**src/rtl/crre_pkg.sv**
```systemverilog
// ----------------------------------------------------------------------------
// crre_pkg
// Shared types and constants of the CAN request/reply engine: command,
// result and error codes, the classified item and the result record.
// ----------------------------------------------------------------------------
package crre_pkg;

  // Reply matching and echo rules
  localparam logic [28:0] EXT_MATCH_BIT    = 29'h0004_0000;
  localparam logic [28:0] STD_MATCH_BIT    = 29'h0000_0001;
  localparam logic [24:0] ECHO_FREE_PREFIX = 25'h000_0040;

  // Length limits
  localparam logic [3:0] MAX_DLC       = 4'd8;
  localparam logic [6:0] MAX_REPLY_LEN = 7'd64;
  localparam logic [7:0] ERR_COUNT_MAX = 8'hFF;

  // Register reset values
  localparam logic [7:0] COMM_LIMIT_RST = 8'd3;
  localparam logic [3:0] TRIES_RST      = 4'd3;

  // Register indexes (taken from paddr[2])
  localparam logic REG_COMM_ERROR_LIMIT = 1'b0;
  localparam logic REG_TRIES_PER_FRAME  = 1'b1;

  typedef enum logic [1:0] {
    CMD_START   = 2'd0,
    CMD_RX      = 2'd1,
    CMD_TIMEOUT = 2'd2,
    CMD_BUS_ERR = 2'd3
  } cmd_t;

  typedef enum logic [1:0] {
    KIND_NONE = 2'd0,
    KIND_TX   = 2'd1,
    KIND_DONE = 2'd2,
    KIND_ERR  = 2'd3
  } kind_t;

  typedef enum logic [2:0] {
    ERR_NONE       = 3'd0,
    ERR_COMM_LIMIT = 3'd1,
    ERR_NO_REPLY   = 3'd2,
    ERR_ECHO       = 3'd3,
    ERR_LENGTH     = 3'd4,
    ERR_BUS        = 3'd5
  } err_t;

  // Item after classification in the front end
  typedef struct packed {
    cmd_t        cmd;
    logic [28:0] id;
    logic        ext;
    logic [3:0]  len;        // raw data length code (request)
    logic [63:0] bytes;
    logic [6:0]  rlen;       // expected total reply length
    logic [3:0]  dlc;        // data length code capped at eight
    logic [3:0]  frames;     // reply frames expected for a start
    logic        echo_free;  // reply id prefix waives the echo check
    logic [63:0] pack_lo;    // bytes 1..dlc-1 moved down one byte
    logic [7:0]  pack_hi;    // byte 1 when dlc is two or more
  } item_t;

  typedef struct packed {
    kind_t       kind;
    logic [28:0] tx_id;
    logic        tx_ext;
    logic [3:0]  tx_len;
    logic [63:0] tx_bytes;
    logic [63:0] reply;
    err_t        code;
    logic [7:0]  count;
    logic        last;
  } res_t;

endpackage

```
**src/rtl/crre_front.sv**
```systemverilog
// ----------------------------------------------------------------------------
// crre_front
// Input side: classifies each accepted item (caps, frame count, echo waiver,
// byte packing) and holds it in a short queue for the back end.
// ----------------------------------------------------------------------------
module crre_front import crre_pkg::*; #(
  parameter int DEPTH = 2
) (
  input  logic        clk,
  input  logic        rst_n,
  input  logic        in_valid,
  output logic        in_ready,
  input  logic [1:0]  in_cmd,
  input  logic [28:0] in_frame_id,
  input  logic        in_frame_extended,
  input  logic [3:0]  in_frame_len,
  input  logic [63:0] in_frame_bytes,
  input  logic [6:0]  in_reply_length,
  output logic        q_valid,
  output item_t       q_item,
  input  logic        q_pop
);

  localparam int PTR_W = $clog2(DEPTH);
  localparam int CNT_W = $clog2(DEPTH + 1);

  item_t             cls;
  logic [6:0]        capped;
  logic [6:0]        frames_sum;
  item_t             mem [DEPTH];
  logic [PTR_W-1:0]  wp_r;
  logic [PTR_W-1:0]  rp_r;
  logic [CNT_W-1:0]  cnt_r;
  logic [PTR_W-1:0]  wp_inc;
  logic [PTR_W-1:0]  rp_inc;
  logic              push;

  // Classify the incoming item
  always_comb begin
    cls           = '0;
    cls.cmd       = cmd_t'(in_cmd);
    cls.id        = in_frame_id;
    cls.ext       = in_frame_extended;
    cls.len       = in_frame_len;
    cls.bytes     = in_frame_bytes;
    cls.rlen      = in_reply_length;
    cls.dlc       = (in_frame_len > MAX_DLC) ? MAX_DLC : in_frame_len;
    capped        = (in_reply_length > MAX_REPLY_LEN) ? MAX_REPLY_LEN : in_reply_length;
    frames_sum    = capped + 7'd7;
    cls.frames    = frames_sum[6:3];
    cls.echo_free = (in_frame_id[28:4] == ECHO_FREE_PREFIX);
    for (int k = 0; k < 7; k++) begin
      if (4'(k + 2) <= cls.dlc) begin
        cls.pack_lo[8*k +: 8] = in_frame_bytes[8*(k+1) +: 8];
      end
    end
    cls.pack_hi = (cls.dlc >= 4'd2) ? in_frame_bytes[15:8] : 8'h00;
  end

  // Queue control
  assign in_ready = (cnt_r != CNT_W'(DEPTH));
  assign push     = in_valid && in_ready;
  assign wp_inc   = (wp_r == PTR_W'(DEPTH - 1)) ? '0 : wp_r + 1'b1;
  assign rp_inc   = (rp_r == PTR_W'(DEPTH - 1)) ? '0 : rp_r + 1'b1;
  assign q_valid  = (cnt_r != '0);
  assign q_item   = mem[rp_r];

  always_ff @(posedge clk) begin
    if (!rst_n) begin
      wp_r  <= '0;
      rp_r  <= '0;
      cnt_r <= '0;
    end else begin
      if (push) begin
        wp_r <= wp_inc;
      end
      if (q_pop) begin
        rp_r <= rp_inc;
      end
      cnt_r <= cnt_r + CNT_W'(push) - CNT_W'(q_pop);
    end
  end

  // Store the classified item
  always_ff @(posedge clk) begin
    if (push) begin
      mem[wp_r] <= cls;
    end
  end

endmodule

```
**src/rtl/crre_back.sv**
```systemverilog
// ----------------------------------------------------------------------------
// crre_back
// Transaction side: keeps the request state, carries out one queued item per
// cycle while the result queue has room for two, and queues up to two results.
// ----------------------------------------------------------------------------
module crre_back import crre_pkg::*; #(
  parameter int DEPTH = 4
) (
  input  logic        clk,
  input  logic        rst_n,
  input  logic [7:0]  limit_cfg,
  input  logic [3:0]  tries_cfg,
  input  logic        q_valid,
  input  item_t       q_item,
  output logic        q_pop,
  output logic        out_valid,
  input  logic        out_ready,
  output res_t        out_res
);

  localparam int PTR_W = $clog2(DEPTH);
  localparam int CNT_W = $clog2(DEPTH + 1);

  logic        busy_r,          busy_nxt;
  logic [28:0] req_id_r,        req_id_nxt;
  logic        req_ext_r,       req_ext_nxt;
  logic [3:0]  req_len_r,       req_len_nxt;
  logic [63:0] req_bytes_r,     req_bytes_nxt;
  logic [6:0]  want_len_r,      want_len_nxt;
  logic [3:0]  frames_needed_r, frames_needed_nxt;
  logic [3:0]  frame_idx_r,     frame_idx_nxt;
  logic [3:0]  tries_left_r,    tries_left_nxt;
  logic [6:0]  got_len_r,       got_len_nxt;
  logic [63:0] accum_r,         accum_nxt;
  logic [7:0]  comm_err_r,      comm_err_nxt;

  res_t             oq_mem [DEPTH];
  logic [PTR_W-1:0] oq_wp_r;
  logic [PTR_W-1:0] oq_rp_r;
  logic [CNT_W-1:0] oq_cnt_r;
  logic [PTR_W-1:0] wp_inc1;
  logic [PTR_W-1:0] wp_inc2;
  logic [PTR_W-1:0] rp_inc;
  logic             oq_pop;

  item_t       it;
  logic        take;
  res_t        r0;
  res_t        r1;
  logic [1:0]  nres;
  logic [28:0] expect_id;
  logic [3:0]  tries_dec;
  logic [3:0]  reload;
  logic [6:0]  got_sum;
  logic [3:0]  idx_inc;
  logic [63:0] accum_new;
  logic [7:0]  comm_inc;

  function automatic res_t mk_res(kind_t kind, err_t code, logic [63:0] data,
                                  logic [7:0] cnt);
    res_t r;
    r       = '0;
    r.kind  = kind;
    r.code  = code;
    r.reply = data;
    r.count = cnt;
    return r;
  endfunction

  function automatic logic [PTR_W-1:0] ptr_inc(logic [PTR_W-1:0] p);
    return (p == PTR_W'(DEPTH - 1)) ? '0 : p + 1'b1;
  endfunction

  // Take an item only when the result queue has room for two results
  assign it     = q_item;
  assign oq_pop = out_valid && out_ready;
  assign take   = q_valid && (oq_cnt_r <= CNT_W'(DEPTH - 2) + CNT_W'(oq_pop));
  assign q_pop  = take;

  // Carry out the item
  always_comb begin
    busy_nxt          = busy_r;
    req_id_nxt        = req_id_r;
    req_ext_nxt       = req_ext_r;
    req_len_nxt       = req_len_r;
    req_bytes_nxt     = req_bytes_r;
    want_len_nxt      = want_len_r;
    frames_needed_nxt = frames_needed_r;
    frame_idx_nxt     = frame_idx_r;
    tries_left_nxt    = tries_left_r;
    got_len_nxt       = got_len_r;
    accum_nxt         = accum_r;
    comm_err_nxt      = comm_err_r;
    r0                = '0;
    r1                = '0;
    nres              = 2'd0;

    expect_id = req_ext_r ? (req_id_r | EXT_MATCH_BIT) : (req_id_r | STD_MATCH_BIT);
    tries_dec = (tries_left_r != 4'd0) ? tries_left_r - 4'd1 : 4'd0;
    reload    = (tries_cfg == 4'd0) ? 4'd1 : tries_cfg;
    got_sum   = got_len_r + {3'b000, it.dlc};
    idx_inc   = frame_idx_r + 4'd1;
    comm_inc  = (comm_err_r == ERR_COUNT_MAX) ? comm_err_r : comm_err_r + 8'd1;
    accum_new = accum_r
              | ((frame_idx_r == 4'd0) ? it.pack_lo : 64'h0)
              | ((frame_idx_r == 4'd1) ? {it.pack_hi, 56'h0} : 64'h0);

    if (take) begin
      case (it.cmd)
        CMD_START: begin
          busy_nxt = 1'b0;
          if (comm_err_r >= limit_cfg) begin
            r0   = mk_res(KIND_ERR, ERR_COMM_LIMIT, 64'h0, comm_err_r);
            nres = 2'd1;
          end else begin
            req_id_nxt        = it.id;
            req_ext_nxt       = it.ext;
            req_len_nxt       = it.len;
            req_bytes_nxt     = it.bytes;
            want_len_nxt      = it.rlen;
            frames_needed_nxt = it.frames;
            frame_idx_nxt     = 4'd0;
            tries_left_nxt    = reload;
            got_len_nxt       = 7'd0;
            accum_nxt         = 64'h0;
            comm_err_nxt      = 8'd0;
            r0          = mk_res(KIND_TX, ERR_NONE, 64'h0, 8'd0);
            r0.tx_id    = it.id;
            r0.tx_ext   = it.ext;
            r0.tx_len   = it.len;
            r0.tx_bytes = it.bytes;
            // zero reply length finishes at once
            if (it.frames == 4'd0) begin
              r1   = mk_res(KIND_DONE, ERR_NONE, 64'h0, 8'd0);
              nres = 2'd2;
            end else begin
              busy_nxt = 1'b1;
              nres     = 2'd1;
            end
          end
        end
        CMD_BUS_ERR: begin
          comm_err_nxt = comm_inc;
          busy_nxt     = 1'b0;
          r0           = mk_res(KIND_ERR, ERR_BUS, 64'h0, comm_inc);
          nres         = 2'd1;
        end
        CMD_TIMEOUT: begin
          if (busy_r) begin
            // retransmit and spend a try
            r0             = mk_res(KIND_TX, ERR_NONE, 64'h0, comm_err_r);
            r0.tx_id       = req_id_r;
            r0.tx_ext      = req_ext_r;
            r0.tx_len      = req_len_r;
            r0.tx_bytes    = req_bytes_r;
            tries_left_nxt = tries_dec;
            if (tries_dec == 4'd0) begin
              busy_nxt = 1'b0;
              r1       = mk_res(KIND_ERR, ERR_NO_REPLY, 64'h0, comm_err_r);
              nres     = 2'd2;
            end else begin
              nres = 2'd1;
            end
          end
        end
        CMD_RX: begin
          if (busy_r) begin
            if (it.id != expect_id) begin
              tries_left_nxt = tries_dec;
              if (tries_dec == 4'd0) begin
                busy_nxt = 1'b0;
                r0       = mk_res(KIND_ERR, ERR_NO_REPLY, 64'h0, comm_err_r);
                nres     = 2'd1;
              end
            end else if ((it.bytes[7:0] != req_bytes_r[7:0]) && !it.echo_free) begin
              busy_nxt = 1'b0;
              r0       = mk_res(KIND_ERR, ERR_ECHO, 64'h0, comm_err_r);
              nres     = 2'd1;
            end else begin
              got_len_nxt    = got_sum;
              accum_nxt      = accum_new;
              frame_idx_nxt  = idx_inc;
              tries_left_nxt = reload;
              if (idx_inc >= frames_needed_r) begin
                busy_nxt = 1'b0;
                if (got_sum == want_len_r) begin
                  r0 = mk_res(KIND_DONE, ERR_NONE, accum_new, comm_err_r);
                end else begin
                  r0 = mk_res(KIND_ERR, ERR_LENGTH, 64'h0, comm_err_r);
                end
                nres = 2'd1;
              end
            end
          end
        end
        default: ;
      endcase

      // mark the final result of the item
      if (nres == 2'd1) begin
        r0.last = 1'b1;
      end else if (nres == 2'd2) begin
        r1.last = 1'b1;
      end
    end
  end

  // Transaction state
  always_ff @(posedge clk) begin
    if (!rst_n) begin
      busy_r          <= 1'b0;
      req_id_r        <= '0;
      req_ext_r       <= 1'b0;
      req_len_r       <= '0;
      req_bytes_r     <= '0;
      want_len_r      <= '0;
      frames_needed_r <= '0;
      frame_idx_r     <= '0;
      tries_left_r    <= '0;
      got_len_r       <= '0;
      accum_r         <= '0;
      comm_err_r      <= '0;
    end else begin
      busy_r          <= busy_nxt;
      req_id_r        <= req_id_nxt;
      req_ext_r       <= req_ext_nxt;
      req_len_r       <= req_len_nxt;
      req_bytes_r     <= req_bytes_nxt;
      want_len_r      <= want_len_nxt;
      frames_needed_r <= frames_needed_nxt;
      frame_idx_r     <= frame_idx_nxt;
      tries_left_r    <= tries_left_nxt;
      got_len_r       <= got_len_nxt;
      accum_r         <= accum_nxt;
      comm_err_r      <= comm_err_nxt;
    end
  end

  // Result queue
  assign wp_inc1   = ptr_inc(oq_wp_r);
  assign wp_inc2   = ptr_inc(wp_inc1);
  assign rp_inc    = ptr_inc(oq_rp_r);
  assign out_valid = (oq_cnt_r != '0);
  assign out_res   = oq_mem[oq_rp_r];

  always_ff @(posedge clk) begin
    if (!rst_n) begin
      oq_wp_r  <= '0;
      oq_rp_r  <= '0;
      oq_cnt_r <= '0;
    end else begin
      if (nres == 2'd1) begin
        oq_wp_r <= wp_inc1;
      end else if (nres == 2'd2) begin
        oq_wp_r <= wp_inc2;
      end
      if (oq_pop) begin
        oq_rp_r <= rp_inc;
      end
      oq_cnt_r <= oq_cnt_r + CNT_W'(nres) - CNT_W'(oq_pop);
    end
  end

  always_ff @(posedge clk) begin
    if (nres != 2'd0) begin
      oq_mem[oq_wp_r] <= r0;
    end
    if (nres == 2'd2) begin
      oq_mem[wp_inc1] <= r1;
    end
  end

endmodule

```
**src/rtl/can_request_reply_engine.sv**
```systemverilog
// ----------------------------------------------------------------------------
// can_request_reply_engine
// CAN request/reply transaction engine: sends a request, collects and packs
// matching reply frames, counts retries and communication errors.
// ----------------------------------------------------------------------------
//  channel   | direction | handshake              | payload
//  ----------+-----------+------------------------+-----------------------------
//  in_       | input     | in_valid / in_ready    | cmd, frame id/ext/len/bytes,
//            |           |                        | reply_length
//  out_      | output    | out_valid / out_ready  | kind, tx frame, reply_data,
//            |           |                        | error_code/count, last
//  apb       | config    | psel/penable, pready=1 | limit @0x0, tries @0x4
//
//  The sustained rate is one item per cycle while the result queue has room for
//  two results; one result per cycle leaves on the output while out_ready is
//  high. An accepted item is registered in the input queue, then its results
//  in the result queue. Items that cause two results hold two result slots.
//  The back end takes an item only when the four-deep result queue has room
//  for two results; the two-deep input queue absorbs the difference.
//  Reset is synchronous and empties both queues; no clearing pass is needed.
// ----------------------------------------------------------------------------
module can_request_reply_engine import crre_pkg::*; #(
  parameter int IQ_DEPTH = 2,
  parameter int OQ_DEPTH = 4
) (
  input  logic        clk,
  input  logic        rst_n,
  // input channel
  input  logic        in_valid,
  output logic        in_ready,
  input  logic [1:0]  in_cmd,
  input  logic [28:0] in_frame_id,
  input  logic        in_frame_extended,
  input  logic [3:0]  in_frame_len,
  input  logic [63:0] in_frame_bytes,
  input  logic [6:0]  in_reply_length,
  // result channel
  output logic        out_valid,
  input  logic        out_ready,
  output logic [1:0]  out_kind,
  output logic [28:0] out_tx_id,
  output logic        out_tx_extended,
  output logic [3:0]  out_tx_len,
  output logic [63:0] out_tx_bytes,
  output logic [63:0] out_reply_data,
  output logic [2:0]  out_error_code,
  output logic [7:0]  out_error_count,
  output logic        out_last,
  // configuration port
  input  logic        psel,
  input  logic        penable,
  input  logic        pwrite,
  input  logic [2:0]  paddr,
  input  logic [31:0] pwdata,
  output logic [31:0] prdata,
  output logic        pready
);

  logic [7:0] comm_limit_r;
  logic [3:0] tries_r;
  logic       cfg_wr;
  logic       q_valid;
  item_t      q_item;
  logic       q_pop;
  res_t       res;

  // Configuration registers
  assign pready = 1'b1;
  assign cfg_wr = psel && penable && pwrite && pready;

  always_ff @(posedge clk) begin
    if (!rst_n) begin
      comm_limit_r <= COMM_LIMIT_RST;
      tries_r      <= TRIES_RST;
    end else if (cfg_wr) begin
      if (paddr[2] == REG_COMM_ERROR_LIMIT) begin
        comm_limit_r <= pwdata[7:0];
      end else begin
        tries_r <= pwdata[3:0];
      end
    end
  end

  assign prdata = (paddr[2] == REG_TRIES_PER_FRAME) ? {28'h0, tries_r} : {24'h0, comm_limit_r};

  crre_front #(
    .DEPTH(IQ_DEPTH)
  ) u_front (
    .clk              (clk),
    .rst_n            (rst_n),
    .in_valid         (in_valid),
    .in_ready         (in_ready),
    .in_cmd           (in_cmd),
    .in_frame_id      (in_frame_id),
    .in_frame_extended(in_frame_extended),
    .in_frame_len     (in_frame_len),
    .in_frame_bytes   (in_frame_bytes),
    .in_reply_length  (in_reply_length),
    .q_valid          (q_valid),
    .q_item           (q_item),
    .q_pop            (q_pop)
  );

  crre_back #(
    .DEPTH(OQ_DEPTH)
  ) u_back (
    .clk      (clk),
    .rst_n    (rst_n),
    .limit_cfg(comm_limit_r),
    .tries_cfg(tries_r),
    .q_valid  (q_valid),
    .q_item   (q_item),
    .q_pop    (q_pop),
    .out_valid(out_valid),
    .out_ready(out_ready),
    .out_res  (res)
  );

  // Drive the result ports
  assign out_kind        = res.kind;
  assign out_tx_id       = res.tx_id;
  assign out_tx_extended = res.tx_ext;
  assign out_tx_len      = res.tx_len;
  assign out_tx_bytes    = res.tx_bytes;
  assign out_reply_data  = res.reply;
  assign out_error_code  = res.code;
  assign out_error_count = res.count;
  assign out_last        = res.last;

  // Queues come out of reset empty
  a_reset_empty: assert property (@(posedge clk) !rst_n |=> !out_valid)
    else $error("result valid right after reset");

  // Frame fields only travel with a transmit result
  a_tx_fields: assert property (@(posedge clk) disable iff (!rst_n)
    out_valid && (out_kind != KIND_TX) |->
      (out_tx_id == 29'h0) && (out_tx_bytes == 64'h0) && (out_tx_len == 4'h0))
    else $error("frame fields set on a non-transmit result");

  // Error code only on error results
  a_err_code: assert property (@(posedge clk) disable iff (!rst_n)
    out_valid && (out_kind != KIND_ERR) |-> (out_error_code == ERR_NONE))
    else $error("error code set on a non-error result");

  // Reply data only on completion
  a_reply_data: assert property (@(posedge clk) disable iff (!rst_n)
    out_valid && (out_kind != KIND_DONE) |-> (out_reply_data == 64'h0))
    else $error("reply data set on a result other than done");

endmodule
```
**config.mk**
```make
export PLATFORM = sky130hd
export DESIGN_NAME = can_request_reply_engine
export DESIGN_NICKNAME = d
export VERILOG_FILES = /design/src/rtl/crre_pkg.sv /design/src/rtl/crre_front.sv /design/src/rtl/crre_back.sv /design/src/rtl/can_request_reply_engine.sv
export SDC_FILE = /design/constraint.sdc
export NUM_CORES = 2
export LEC_CHECK = 0
export BUFFER_PORTS_ARGS = -buffer_cell sky130_fd_sc_hd__buf_4
export CORE_ASPECT_RATIO = 1.5
export CORE_MARGIN = 4
export CORE_UTILIZATION = 49
export DETAILED_ROUTE_END_ITERATION = 8
export PLACE_DENSITY = 0.71
export SLEW_MARGIN = 40
export SYNTH_ARGS = -nofsm -noshare
export SYNTH_HDL_FRONTEND = slang
export SYNTH_SLANG_ARGS = --single-unit
```
**constraint.sdc**
```tcl
create_clock -name clk -period 10.14 [get_ports clk]
set_clock_uncertainty 0.05 [all_clocks]
set_input_delay 1.014 -clock clk [delete_from_list [all_inputs] [get_ports clk]]
set_output_delay 1.014 -clock clk [all_outputs]
set_load 0.02 [all_outputs]
```
==> metrics.md <==
| Metric | Value |
|---|---|
| Overall die width | 270 µm |
| Average wire per cell in the routed design | 23.1 µm |
| Clock network power share | 0.309 |
| Layout fillers | 8283 |
| H-tree lvl count | 3 |
| CP endpoint kind | register |
| Synth Warn # | 0 |
| Number of vias in the routed layout | 34800 |
| Layout overhead on the synthesized area | 14.7% |
| CTS clock-pin slew for the worst setup and hold paths | 0.07 ns |
| Length in cells of the worst reg-to-reg path | 16 |
| Final weighted congestion in routability-driven placement | 0.839 |
| FFs w/ async S/R, synth | 0 |
| Portion of netlist area occupied by mux cells | 0.115 |
| Fraction of final layout cells sized beyond drive strength 1 | 0.172 |
| Maximum ir drop on the vdd rail | 189 µV |
| Cell area after layout | 57800 µm² |
| Count of cell types in the netlist | 66 |
| Final-report hold violation count | 0 |
| Number of DRC violations after detailed-routing iteration 0 | 2588 |
| Setup tns final | 0 ns |
| CORE AREA | 102000 µm² |
| RSZ-0062 raised after global routing | no |
| Die Footprint | 108000 µm² |
| Sequential standard cell area | 29400 µm² |
| Complex-gate fraction of the synthesized area | 0.168 |
| Required time reported for the critical path endpoint | 10.70 ns |
| Place WS | 3.56 ns |
| Number of global-route vias before repair | 35100 |
| Count of flip-flops with a built-in enable after synthesis | 392 |
| Clk root buf | clkbuf_16 |
| Cell Int Power | 0.00991 W |
| Sequential share of power | 0.434 |
| Critical Path Fanout Max | 64 |
| Power spent charging and discharging nets | 0.00450 W |
| Sw Ratio | 0.312 |
| Highest attainable clock frequency | 0.150 GHz |
| Critical Path Sink | u_back.oq_mem[1][52]$_SDFFE_PP0P_ |
| Resized Gates After CTS | 0 |
| Antenna violations before repair | 8 |
| Final period util | 0.657 |
| Post-synthesis instance area | 50400 µm² |
| R2r endpoint | u_back.oq_mem[1][52]$_SDFFE_PP0P_ |
| Total power consumption of the routed design | 0.0144 W |
| Time the worst path needs with I/O delays and setup | 6.66 ns |
| Maximum number of pins on one net before global-route repair | 101 |
| Kind of start point of the critical path | register |
| Tot GR Track Use | 0.240 |
| Inserted Clock Buffers | 113 |
| I/O pin count | 360 |
| Total power density per cell area | 249 nW/µm² |
| Portion of total power attributed to combinational logic | 0.257 |
| Hold crit path type | register to register |
| Count of max-cap constraint violations | 0 |
| Site row count | 143 |
| Ratio of routed vias to standard cells | 5.99 |
| Run status | finished clean |
| Global-route wire length before repair | 206000 µm |
| Headroom to the max-slew limit | 0.419 |
| Number of buffers added for setup after CTS | 0 |
| Post-synthesis simple-gate area fraction | 0.0812 |
| Setup violators final | 0 |
| Syn_area_per_cell | 11.9 µm² |
| Die Y-Extent | 401 µm |
| HPWL after DPL | 82000 µm |
| Total Routed Length | 134000 µm |
| Worst Tran Pin Value | 0.872 ns |
| Post-DRT Antenna Nets | 0 |
| Fin. max-slew vios | 0 |
| Area share of fa/ha/maj cells after synthesis | 0.0107 |
| Overflow left after global routing | 0 |
| Dominant combinational cell family by area after synthesis | compound AO/OA/AOI/OAI gates |
| Critical Setup Path Class | register to register |
| Arrival time worst endpoint | 7.22 ns |
| Share of the synthesized netlist area taken by xor and xnor gates | 0.00990 |
| Port bufs | 308 |
| Final #Nets | 4583 |
| Sequential fraction of the synthesis area | 0.582 |
| Worst-case setup margin in the final layout | 3.48 ns |
| Post-CTS Hold Buffers | 0 |
| Cell leakage power | 22.1 nW |
| Starting density of the core | 0.495 |
| Post-synthesis cell count | 4242 |
| CTS max path bufs | 3 |
| R2R Setup Slk | 3.48 ns |
| Multi-input gate area in the final layout | 19700 µm² |
| Clock latency on the worst-skew pair | 0.72 ns |
| Worst hold slack | 0.400 ns |
| Number of iterations in the first detailed-routing pass | 5 |
| Dominant register cell in the synthesized netlist | dfxtp_1 |
| Post-synthesis sequential element count | 1271 |
| Number of design rule violations left after detail routing | 0 |
| TritonCTS clock tree | done |
| Placed cell area | 53900 µm² |
| Sinks on the clock net | 1271 |
-- cell families after synthesis --
group / Yosys count
buf+inv: 391
fa+ha+maj: 42
compound gates: 1160
other cells: 2
xor+xnor: 57
mux: 357
flops: 1271
simple gates: 962
-- layout by cell type, fill, tap and decap left out, types with 9 or more instances in the layout --
master,synthesis,final
nand2b_1,16,16
a2bb2oi_1,98,98
nand4_1,12,12
buf_12,0,10
nor2_1,273,270
inv_1,48,50
a21o_1,9,9
ha_1,40,39
dfxtp_1,879,876
nor3_1,23,18
a22o_1,396,396
clkbuf_16,0,120
a21boi_0,17,17
mux2i_1,169,169
clkinv_2,0,26
nor2b_1,55,55
o21ai_0,379,379
o211a_1,111,111
nand3_1,26,26
mux4_2,176,176
edfxtp_1,392,392
a21oi_1,87,78
xnor2_1,51,51
clkbuf_8,0,24
nor4_1,26,26
and2_1,26,26
conb_1,2,25
clkbuf_1,257,20
buf_16,0,10
buf_4,25,333
nand2_1,479,476
-- cell type report --
cell class,count,share of cell area
inverter,48,0.00312
sequential,1271,0.508
clock buffer,164,0.0589
antenna,6,0.000260
clock inverter,52,0.00850
multi-input combinational,2603,0.341
tap,1305,0.0282
timing repair buffer,355,0.0518
-- state kept, by name, indices dropped and copies added, names as in the netlist, 2 cells and up, named ones only --
register and flops:
u_back.want_len_r 7, u_back.comm_err_r 8, tries_r 4, u_front.mem 344, u_back.oq_cnt_r 3, u_back.oq_wp_r 2
u_back.frame_idx_r 4, comm_limit_r 8, u_back.oq_rp_r 2, u_back.req_bytes_r 64, u_back.oq_mem 704, u_back.req_len_r 4
u_back.got_len_r 7, u_back.frames_needed_r 4, u_back.req_id_r 29, u_front.cnt_r 2, u_back.tries_left_r 4, u_back.accum_r 64
-- metal layers --
layer	up-vias	part of all wire	global-route usage
met5	-	0.000060	0
met4	2	0.030	0.0796
met3	200	0.070	0.0453
met2	1221	0.47	0.396
met1	17400	0.43	0.322
li1	15900	-	-
-- Yosys cell counts, types with 4 or more instances --
cell type	count	area share
and2_1	26	0.0032
a2bb2oi_1	98	0.017
a211o_1	4	0.00069
buf_4	25	0.0037
xnor2_1	51	0.0089
clkbuf_2	5	0.00050
a21boi_4	4	0.0015
nor3_1	23	0.0023
o32ai_1	4	0.00069
edfxtp_1	392	0.23
ha_1	40	0.0099
xor2_1	6	0.0010
a21oi_1	87	0.0086
nor2_1	273	0.020
buf_1	40	0.0030
o21a_1	9	0.0013
nand4_1	12	0.0015
buf_2	11	0.0011
dfxtp_1	879	0.35
nand2_1	479	0.036
or3_1	7	0.00087
nand2_2	4	0.00050
inv_1	48	0.0036
o31ai_1	4	0.00060
o21ai_0	379	0.038
mux2i_1	169	0.034
mux2i_2	5	0.0014
o22ai_1	5	0.00062
nand2b_1	16	0.0020
o211a_1	111	0.022
a21boi_0	17	0.0025
o21ai_1	6	0.00060
a22o_1	396	0.069
and3_1	5	0.00062
nor2b_1	55	0.0068
nor4_1	26	0.0032
nand3_1	26	0.0026
a211oi_1	4	0.00060
mux2_2	7	0.0016
a21o_1	9	0.0013
buf_6	5	0.0011
clkbuf_1	257	0.019
mux4_2	176	0.079
-- per-stage QoR --
stage | utilization | instances
finish | 0.568 | 5804
global route | 0.568 | 5800
CTS | 0.568 | 5797
detailed placement | 0.529 | 5581
global placement | 0.526 | 5571
floorplan | - | 4265
-- worst min-delay path by stage --
stage                                            from                                end  slack (ns)  cells after the start
floorplan           u_back.oq_mem[2][12]$_SDFFE_PP0P_  u_back.oq_mem[2][12]$_SDFFE_PP0P_        0.37                      2
global placement    u_back.oq_mem[1][16]$_SDFFE_PP0P_  u_back.oq_mem[1][16]$_SDFFE_PP0P_        0.38                      2
detailed placement  u_back.oq_mem[3][14]$_SDFFE_PP0P_  u_back.oq_mem[3][14]$_SDFFE_PP0P_        0.39                      2
CTS                                   in_frame_id[25]      u_front.mem[0][174]$_DFFE_PP_        0.38                      1
global route                          in_frame_id[25]      u_front.mem[1][174]$_DFFE_PP_        0.40                      1
finish              u_back.oq_mem[1][22]$_SDFFE_PP0P_  u_back.oq_mem[1][22]$_SDFFE_PP0P_        0.40                      2
-- power by group through the flow --
| stage | logic [W] | clock network [W] | registers, W |
|---|---|---|---|
| after global routing | 0.00397 | 0.00473 | 0.00632 |
| after floorplan | 0.00255 | 0 | 0.00627 |
| after detailed placement | 0.00369 | 0 | 0.00636 |
| after CTS | 0.00371 | 0.00454 | 0.00626 |
| final | 0.00370 | 0.00446 | 0.00626 |
| after global placement | 0.00361 | 0 | 0.00633 |
-- worst max-delay path, stage by stage (launching register included) --
cell      delay (ns)
dfxtp_4         0.79
buf_4           0.52
buf_4           0.44
mux2i_1         0.49
ha_1            0.63
nand2_1         0.23
inv_1           0.17
o41ai_1         0.12
nor2b_1         0.19
nor3_1          0.15
a211o_1         0.39
ha_1            0.27
nand2b_1        0.21
a21oi_4         0.13
buf_4           0.55
nand2_4         0.66
o21ai_0         0.43
(Power assumes the default switching activity.)
